==> src/hw/rtl/ouesort_pkg.sv <==
// Shared constants, payload structs and the sort-key function of the sorter.
// No dependencies; used by odd_up_even_down_sorter.
package ouesort_pkg;

    localparam int MAX_ITEMS = 64;
    localparam int ADDR_W    = (MAX_ITEMS > 1) ? $clog2(MAX_ITEMS) : 1;
    localparam int CNT_W     = $clog2(MAX_ITEMS + 1);
    localparam int DATA_W    = 32;
    localparam int KEY_W     = DATA_W + 1;

    typedef logic [KEY_W-1:0] t_key;

    typedef struct packed {
        logic signed [DATA_W-1:0] value;
        logic                     last_item;
    } t_in_item;

    typedef struct packed {
        logic signed [DATA_W-1:0] sorted_value;
        logic                     end_of_run;
        logic                     overflowed;
    } t_out_item;

    // Maps a word to an unsigned key whose ascending order is the emitted order:
    // odd words first (ascending), then even words (descending).
    function automatic t_key sort_key(input logic [DATA_W-1:0] w);
        logic [DATA_W-1:0] biased;
        biased = w ^ {1'b1, {(DATA_W-1){1'b0}}};
        if (w[0]) begin
            sort_key = {1'b0, biased};
        end else begin
            sort_key = {1'b1, ~biased};
        end
    endfunction

endpackage

==> src/hw/rtl/odd_up_even_down_sorter.sv <==
// Top level of the odd-up / even-down sorter: load store, selection scan, result register.
// Depends on ouesort_pkg.
//
// Usage: words arrive one per transfer (start high while busy low). Each word
// is written to a 64-entry store; words beyond capacity are dropped and set the
// overflow flag for the set. The transfer that carries last_item starts the
// emission and busy rises. Emission is a selection sort: for each output rank
// one shared key comparator walks the stored words through the registered read
// port, picking the smallest key not yet emitted; results come out on o_strobe,
// one cycle each, and must be taken in that cycle since the receiver cannot
// stall. end_of_run marks the final result, and busy drops in the cycle that
// result is shown, so the next set can begin loading immediately. No clearing
// pass is needed after reset.
module odd_up_even_down_sorter (
    input  logic                   i_clk,
    input  logic                   i_rst_n,
    input  logic                   start,
    input  ouesort_pkg::t_in_item  i_item,
    output logic                   busy,
    output logic                   o_strobe,
    output ouesort_pkg::t_out_item o_result
);
    import ouesort_pkg::*;

    typedef enum logic {
        S_LOAD,
        S_SCAN
    } t_state;

    t_state              r_state;
    logic [CNT_W-1:0]    r_count;
    logic                r_ovf;
    logic [ADDR_W-1:0]   r_last_idx;
    logic [ADDR_W-1:0]   r_rank;
    logic [ADDR_W-1:0]   r_addr;
    logic                r_issuing;
    logic                r_rd_vld;
    logic [ADDR_W-1:0]   r_rd_idx;
    logic [DATA_W-1:0]   r_rd_data;
    logic [MAX_ITEMS-1:0] r_used;
    logic                r_found;
    t_key                r_best_key;
    logic [DATA_W-1:0]   r_best_val;
    logic [ADDR_W-1:0]   r_best_idx;
    logic                r_strobe;
    t_out_item           r_result;

    logic [DATA_W-1:0]   r_mem [MAX_ITEMS];

    logic                accept;
    logic                room;
    logic [CNT_W-1:0]    n_count;
    t_key                cand_key;
    logic                better;
    logic                fin;
    logic [DATA_W-1:0]   n_best_val;
    logic [ADDR_W-1:0]   n_best_idx;
    t_key                n_best_key;

    assign accept  = start && (r_state == S_LOAD);
    assign room    = r_count < CNT_W'(MAX_ITEMS);
    assign n_count = room ? r_count + CNT_W'(1) : r_count;

    // Shared comparator: candidate from the read port against the running best
    assign cand_key   = sort_key(r_rd_data);
    assign better     = r_rd_vld && !r_used[r_rd_idx] && (!r_found || (cand_key < r_best_key));
    assign fin        = r_rd_vld && (r_rd_idx == r_last_idx);
    assign n_best_val = better ? r_rd_data : r_best_val;
    assign n_best_idx = better ? r_rd_idx : r_best_idx;
    assign n_best_key = better ? cand_key : r_best_key;

    // Store: written on load transfers that find room, read once per scan cycle
    always_ff @(posedge i_clk) begin
        if (accept && room) begin
            r_mem[r_count[ADDR_W-1:0]] <= i_item.value;
        end
        r_rd_data <= r_mem[r_addr];
    end

    always_ff @(posedge i_clk) begin
        if (!i_rst_n) begin
            r_state    <= S_LOAD;
            r_count    <= '0;
            r_ovf      <= 1'b0;
            r_issuing  <= 1'b0;
            r_rd_vld   <= 1'b0;
            r_found    <= 1'b0;
            r_strobe   <= 1'b0;
            r_used     <= '0;
            r_addr     <= '0;
            r_rank     <= '0;
            r_last_idx <= '0;
        end else begin
            r_strobe <= 1'b0;
            r_rd_vld <= r_issuing;
            r_rd_idx <= r_addr;
            case (r_state)
                S_LOAD: begin
                    if (accept) begin
                        r_count <= n_count;
                        if (!room) begin
                            r_ovf <= 1'b1;
                        end
                        if (i_item.last_item) begin
                            r_last_idx <= ADDR_W'(n_count - CNT_W'(1));
                            r_rank     <= '0;
                            r_addr     <= '0;
                            r_issuing  <= 1'b1;
                            r_found    <= 1'b0;
                            r_used     <= '0;
                            r_state    <= S_SCAN;
                        end
                    end
                end
                S_SCAN: begin
                    if (r_issuing) begin
                        if (r_addr == r_last_idx) begin
                            r_issuing <= 1'b0;
                        end else begin
                            r_addr <= r_addr + ADDR_W'(1);
                        end
                    end
                    if (fin) begin
                        // Pass complete: emit the winner and mark it used
                        r_strobe                <= 1'b1;
                        r_result.sorted_value   <= n_best_val;
                        r_result.end_of_run     <= (r_rank == r_last_idx);
                        r_result.overflowed     <= r_ovf;
                        r_used[n_best_idx]      <= 1'b1;
                        r_found                 <= 1'b0;
                        if (r_rank == r_last_idx) begin
                            r_count <= '0;
                            r_ovf   <= 1'b0;
                            r_state <= S_LOAD;
                        end else begin
                            r_rank    <= r_rank + ADDR_W'(1);
                            r_addr    <= '0;
                            r_issuing <= 1'b1;
                        end
                    end else if (r_rd_vld) begin
                        r_found    <= r_found || better;
                        r_best_val <= n_best_val;
                        r_best_idx <= n_best_idx;
                        r_best_key <= n_best_key;
                    end
                end
                default: begin
                    r_state <= S_LOAD;
                end
            endcase
        end
    end

    assign busy     = (r_state != S_LOAD);
    assign o_strobe = r_strobe;
    assign o_result = r_result;

`ifndef NO_ASSERTIONS
    a_count_range: assert property (@(posedge i_clk) disable iff (!i_rst_n)
        r_count <= CNT_W'(MAX_ITEMS))
        else $error("item count beyond capacity");

    a_strobe_from_scan: assert property (@(posedge i_clk) disable iff (!i_rst_n)
        r_strobe |-> $past(r_state == S_SCAN))
        else $error("result without a scan pass");

    a_end_releases: assert property (@(posedge i_clk) disable iff (!i_rst_n)
        (r_strobe && r_result.end_of_run) |-> (r_state == S_LOAD && r_count == '0 && !r_ovf))
        else $error("set not cleared after final result");

    a_winner_unused: assert property (@(posedge i_clk) disable iff (!i_rst_n)
        (r_state == S_SCAN && fin) |-> (r_found || better))
        else $error("scan pass ended without a candidate");
`endif

endmodule
==> config.mk <==
export PLATFORM = sky130hd
export DESIGN_NAME = odd_up_even_down_sorter
export DESIGN_NICKNAME = d
export VERILOG_FILES = /design/src/hw/rtl/ouesort_pkg.sv /design/src/hw/rtl/odd_up_even_down_sorter.sv
export SDC_FILE = /design/constraint.sdc
export NUM_CORES = 2
export LEC_CHECK = 0
export BUFFER_PORTS_ARGS = -buffer_cell sky130_fd_sc_hd__buf_2
export CORE_UTILIZATION = 45
export DETAILED_ROUTE_END_ITERATION = 7
export HOLD_SLACK_MARGIN = 0.05
export SLEW_MARGIN = 10
export SYNTH_ARGS = -nofsm -noshare
export SYNTH_HDL_FRONTEND = slang
export SYNTH_SLANG_ARGS = --single-unit
==> constraint.sdc <==
create_clock -name i_clk -period 10.5 [get_ports i_clk]
set_input_delay 1.575 -clock i_clk [delete_from_list [all_inputs] [get_ports i_clk]]
set_output_delay 1.575 -clock i_clk [all_outputs]
set_load 0.005 [all_outputs]
# --- Yosys cells after proc, flatten, opt, wreduce, memory -nomap -nowiden ---
# Memories as Yosys holds them, arrays and structs flattened. A register that Yosys moved wholly into a read port is not among the register bits.
# Index checks and enable logic that the tools add are counted.
totals:
  ff_bits: 206
  ramBits: 2048
  in_bits: 36
  output_inout_bits: 36
  wordCells: 115
  mem_count: 1
memory_table:
  columns: ["memory", "words", "word_bits", "read_ports", "rd_clocked_by_memory_dff", "write_ports", "line_no", "rtl"]
  rows:
  - ["r_mem", 64, 32, 1, 1, 1, "odd_up_even_down_sorter.sv:48", "logic [DATA_W-1:0] r_mem [MAX_ITEMS];"]
classes:
  addsub: 4
  order_cmp: 5
  eq_ne: 10
  mux: 51
  n_bitwise: 5
  reduce_logical: 21
op_table:
  columns: ["op", "count"]
  rows:
  - ["64-bit 2-to-1 mux", 3]
  - ["64-bit case mux with 2 select lines", 1]
  - ["64-bit bitwise OR", 1]
  - ["6-bit 2-to-1 mux", 9]
  - ["33-bit less-than comparator", 1]
  - ["33-bit 2-to-1 mux", 1]
  - ["32-bit 2-to-1 mux", 1]
  - ["32-bit inverter", 1]
  - ["7-bit 2-to-1 mux", 4]
  - ["6-bit case mux with 2 select lines", 2]
  - ["1-bit 2-to-1 mux", 23]
  - ["6-bit equality test", 3]
  - ["3-bit AND reduction", 5]
  - ["6-bit by 7-bit less-than comparator with 1-bit output (second input constant)", 2]
  - ["7-bit case mux with 2 select lines", 1]
  - ["6-bit by 1-bit adder with 6-bit output (second input constant)", 2]
  - ["4-bit AND reduction", 3]
  - ["2-bit != test (second input constant)", 4]
  - ["1-bit case mux with 2 select lines", 4]
  - ["7-bit by 1-bit adder with 7-bit output (second input constant)", 1]
  - ["7-bit less-than comparator (second input constant)", 1]
  - ["1-bit binary-select mux with 6-bit select", 1]
  - ["1-bit demux with 6-bit select", 1]
  - ["6-bit by 1-bit greater-or-equal comparator with 1-bit output (second input constant)", 1]
  - ["9 further kinds", 20]

# --- Logic depth before layout (Yosys ltp) ---
depth:
  depth_word: 14
  mapped_depth: 14
  ltp_nobuf: 10

# --- Worst setup path after synthesis ---
# No wires, ideal clock.
synth_path:
  path_type: "input to register"
  from: "in i_rst_n"
  to: "reg r_best_key[10] (enable)"
  setup_time_ns: 0.425
  arrival_time_ns: 4.158
  required_ns: 10.075
  slack_ns: 5.917
  cell_stages: 2
  n_path_buf: 0
  cell_sequence: "and4_1 > nor2b_1"
synth_via:
  elab_chain_len: 1
synth_lines:
  columns: ["element", "line_no", "rtl"]
  rows:
  - ["start: declaration", "odd_up_even_down_sorter.sv:16", "input logic i_rst_n,"]
  - ["5-bit AND reduction (no line)", null, null]
  - ["end signal: assignment", "odd_up_even_down_sorter.sv:144", "r_best_key <= n_best_key;"]
  - ["end: declaration", "odd_up_even_down_sorter.sv:42", "t_key r_best_key;"]
# Every way passes these cells.
# A chain may end at the register's enable or synchronous reset.

# --- Final worst setup path ---
layout_path:
  from: "reg r_rd_idx[1]"
  to: "reg r_best_key[20] (enable)"
layout_via:
  elab_chain_len: 6
  elab_cells_between_ends: 9
  classes_between: "eq/ne: 1; mux: 2; bitwise: 1; reduce/logical: 5"
layout_lines:
  columns: ["element", "line_no", "rtl"]
  rows:
  - ["start: declaration", "odd_up_even_down_sorter.sv:38", "logic [ADDR_W-1:0] r_rd_idx;"]
  - ["start signal: assignment", "odd_up_even_down_sorter.sv:96", "r_rd_idx <= r_addr;"]
  - ["1-bit binary-select mux with 6-bit select", "odd_up_even_down_sorter.sv:66", "assign better = r_rd_vld && !r_used[r_rd_idx] && (!r_found || (cand_key < r_best_key));"]
  - ["1-bit 2-to-1 mux (implied by the code)", "odd_up_even_down_sorter.sv:66", null]
  - ["1-bit logical NOT", "odd_up_even_down_sorter.sv:66", null]
  - ["1-bit logical AND (2 in series)", "odd_up_even_down_sorter.sv:66", null]
  - ["5-bit AND reduction (no line) *", null, null]
# Mark *: on every way between the ends. The rest lies on a longest branch, timed or not. The select of a mux whose other input is x is not followed.

==> results.md <==
Timing:
- For the finished layout, the period the worst path requires is 4.307 ns.
- The final number of hold-violating endpoints is 0.
- Final hold analysis gives a worst-case slack of 0.4474 ns.
- Setup repair after global routing left no endpoint under its margin.
- The final count of pins violating max slew is 0.
- The top achievable clock speed is 0.2322 GHz.
- At the pin with the least slew margin, the transition time is 1.248 ns.
- For the final routed database, the setup TNS stands at 0 ns.
- The ratio of final minimum period to clock period is 0.4102.
- On the final layout, the worst clock skew is 0.03436 ns.
- The setup-violating endpoint count in the final report is 0.
- In this run the tightest slew margin relative to its limit is 0.1677.

Synthesis:
- Synthesis produced 3814 cells.
- Of the total synthesized cell area, the portion taken by AND, OR, NAND and NOR gates is 0.01539.
- After synthesis the cells add up to 87860 sq um.
- Counting every net in the synthesized netlist gives 3886.
- The compound-cell area share of the yosys netlist is 0.01032.
- The multiplexer share of the synthesized area is 0.1853.
- The mean instance size in the synthesized netlist is 23.04 sq um.
- In the synthesized netlist the dominant register cell turns out to be edfxtp_1.
- Of the synthesized area, sequential elements account for 0.7665.
- The async set-reset flop share out of synthesis is 0.
- Of the total synthesized cell area, the portion taken by full adders, half adders and majority gates is 0.005127.
- The number of enable flip-flop cells after synthesis is 2158.
- The synthesized flop and latch total is 2285.
- The largest family of logic cells by synthesized area is multiplexers.
- Of the total synthesized cell area, the portion taken by XOR and XNOR cells is 0.006665.
- The Yosys warning count is 0.
- The number of distinct library cells after synthesis is 60.

GRT:
- The initial antenna violation count is 29.
- Entering global routing, the biggest net connects 142 pins.
- The wire length of the first global-routing pass is 293300 um.
- For this run the aggregate overflow at the end of global routing stands at 0.
- The via count of the first global-routing pass came to 40600.
- Across every metal layer, demand over resource in global routing totals 0.2062.

Place:
- The number of placed instances with taps included is 6295.
- At the end of routability-driven placement, the weighted congestion stood at 0.8071.
- The number of buffers inserted by port buffering is 71.
- The wire-length estimate of the detail-placed layout is 112000 um.

Min path:
- The tightest min-delay check is of the flip-flop to flip-flop type.
- The endpoint of the worst hold path is r_used[17].
- The startpoint identified for the worst hold timing path is r_used[17].
- Counting instances, the worst hold path has a depth of 2.

Layout:
- The filler cell count in the final layout is 14910.
- The synthesis-to-layout area growth is 12.54%.
- The finished layout holds 6717 standard cells, fillers aside.
- The net total in the final layout is 4067.
- Leaving out fill and tap cells, the most frequent cell in the layout is edfxtp_1.
- Of the cells placed in the final design, the portion with a size suffix greater than 1 is 0.3043.
- In the layout the commonest cells are 2158 x edfxtp_1, 678 x mux4_2, 226 x clkbuf_16, 120 x dfxtp_1, 85 x nand2_1.
- At the end of the flow the core is filled with cells to 0.5118.

Drt:
- The first detailed-routing pass ran for 8 iterations.
- In this run, the number of DRC markers left after iteration 0 of detailed routing was 3949.
- The remaining number of nets flagged by the antenna check after routing is 0.
- After detailed routing, the total wire length is 201300 um.
- The routed layout has 39710 vias.
- The average detailed-routed wire length per instance is 29.97 um.
- After detailed routing, the number of remaining DRC violations is 0.
- Dividing the detail-routed via count by the number of cells gives 5.912.

Floorplan:
- The initial cell density of the core is 0.4548.
- The overall die height is 443.9 um.
- During I/O placement, the number of pins put on the boundary was 72.
- The floorplan step set the die width to 443.9 um.
- The core box area is 193200 sq um.
- The die covers 197000 sq um.
- The number of standard-cell rows in the floorplan is 161.

Clock network:
- Clock-pin slew was measured on the worst setup and hold paths at 0.06 ns.
- Clock tree synthesis inserted a total of 224 buffers.
- The clock latency reported for the late side of the worst-skew pair is 0.87 ns.
- Clock tree synthesis selected as its root buffer the cell clkbuf_16.
- For this design, the CTS-stage hold fixing added 0 buffers.
- The total number of H-tree levels is 4.
- The post-cts gate resize count is 0.
- The buffer depth of the longest clock path is 3.
- TritonCTS built the clock tree.
- The count of clock tree sinks is 2285.
- The number of setup buffers added after CTS is 0.

Critical path:
- The startpoint identified for the worst register-to-register timing path is r_rd_idx[1].
- The data arrival at the endpoint of the critical path is 4.82 ns.
- The master of the slowest instance on the critical path is edfxtp_1.
- By startpoint and endpoint, the worst setup path is classified as flip-flop to flip-flop.
- The capture instance of the worst register-to-register path is r_best_key[20].
- Counting both buffers and inverters, the worst setup path holds a total of 1.
- For the worst flop-to-flop path, the logic depth is 8.
- The cell family contributing the most delay on the critical path is flip-flops.
- The worst setup path is captured at a flip-flop.
- The maximum fanout along the worst path is 23.
- The worst-case register-to-register setup slack is 6.19 ns.
- The launching element type of the critical path is a flip-flop.
- STA puts the critical path data required time at 11.01 ns.
- The critical path's largest stage delay is 1.10 ns.
- The signal on the critical path passes through mux4_2 -> and3_1 -> a31oi_1 -> a311o_1 -> o221a_2 -> nand3_4 -> nor2b_2 -> buf_4.

Pwr:
- The sum of internal, switching and leakage power is 18.18 mW.
- Across the VDD grid, the largest voltage drop is 192.5 uV.
- In this run the power density over the cells is 183.9 nW/um^2.
- For this design the static power due to leakage is 29.81 nW.

Run status:
- The run finished with clean final reports.

Run:
- Max-cap violations in this run came to 0.
-- cells by family after synthesis --
group	after synthesis
AO/OA/AOI/OAI	134
adder cells (fa/ha/maj)	36
XOR/XNOR	66
flip-flops	2285
buffers and inverters	235
AND/OR/NAND/NOR	296
multiplexers	762
-- power by group --
| group | switching [mW] | internal [mW] | leakage (nW) |
|---|---|---|---|
| Clock | 3.37 | 4.31 | 3.43 |
| Combinational | 0.296 | 0.156 | 5.92 |
| Sequential | 0.0474 | 10.0 | 20.5 |
| Total | 3.71 | 14.5 | 29.8 |
-- final cells by class --
cell class / instances / area, sq um / area share
clock inverters: 126 / 1084 / 0.01096
inverters: 38 / 142.6 / 0.001443
well taps: 2526 / 3161 / 0.03197
flip-flops and latches: 2285 / 67370 / 0.6814
repair buffers: 152 / 1081 / 0.01093
diodes: 4 / 10.01 / 0.0001012
clock buffers: 292 / 5947 / 0.06015
multi-input cells: 1294 / 20080 / 0.2031
-- worst min-delay path, cell delays in order (launching register included) --
cell and delay, ns:
dfxtp_1 0.32, nand2_1 0.04, o21ai_0 0.05
-- registers in the layout (all words and copies together) (netlist names) --
register	flops
r_mem	2048
r_used	64
o_result	34
r_best_key	32
r_best_val	32
r_rd_data	32
r_count	7
r_addr	6
r_best_idx	6
r_last_idx	6
r_rank	6
r_rd_idx	6
busy	1
o_strobe	1
r_found	1
r_issuing	1
r_ovf	1
r_rd_vld	1
-- per-stage QoR --
step	setup WS (ns)	cell area [sq um]
CTS	6.046	98850
floorplan	5.917	87860
global placement	5.611	91820
finish	6.193	98870
global route	5.864	98860
detailed placement	5.622	91820
-- synth_stat cells (all sizes together) (2+ instances only) --
| master | number | area share |
|---|---|---|
| nor3 | 12 | 0.00068 |
| a211oi | 3 | 0.00026 |
| and2 | 2 | 0.00014 |
| nand4b | 2 | 0.00020 |
| a21oi | 27 | 0.0017 |
| a21o | 5 | 0.00043 |
| or3 | 4 | 0.00028 |
| nor2b | 17 | 0.0012 |
| nand4 | 11 | 0.00078 |
| xor2 | 19 | 0.0019 |
| o21ai | 33 | 0.0019 |
| nor3b | 6 | 0.00051 |
| ha | 36 | 0.0051 |
| and4 | 2 | 0.00020 |
| nand3b | 4 | 0.00034 |
| o31ai | 18 | 0.0015 |
| nand2b | 5 | 0.00036 |
| or2 | 2 | 0.00014 |
| nor2 | 111 | 0.0047 |
| mux4 | 683 | 0.18 |
| nand3 | 22 | 0.0013 |
| a22o | 25 | 0.0025 |
| buf | 70 | 0.0036 |
| mux2 | 56 | 0.0073 |
| or4 | 2 | 0.00021 |
| and3 | 4 | 0.00028 |
| inv | 37 | 0.0016 |
| dfxtp | 127 | 0.029 |
| nor4 | 4 | 0.00028 |
| a31oi | 7 | 0.00050 |
| edfxtp | 2158 | 0.74 |
| o21a | 4 | 0.00034 |
| xnor2 | 47 | 0.0048 |
| clkbuf | 127 | 0.0054 |
| nand2 | 86 | 0.0037 |
| mux2i | 23 | 0.0026 |
-- how the worst max path moves through the flow --
stage / start / depth (start not counted) / to
6_report: r_rd_idx[1] / 8 / r_best_key[20]
5_1_grt: r_rd_idx[1] / 8 / r_best_key[20]
4_1_cts: r_rd_idx[1] / 8 / r_best_key[24]
3_5_place_dp: start / 5 / r_mem[38][5]
3_3_place_gp: start / 5 / r_mem[38][7]
2_1_floorplan: i_rst_n / 2 / r_best_key[10]
-- routing by layer --
metal / routed length, um / track usage
met1: 89780 / 0.3067
met2: 96780 / 0.3262
met3: 11740 / 0.03149
met4: 2999 / 0.04130
met5: 0 / 0
(Power assumes the default switching activity.)
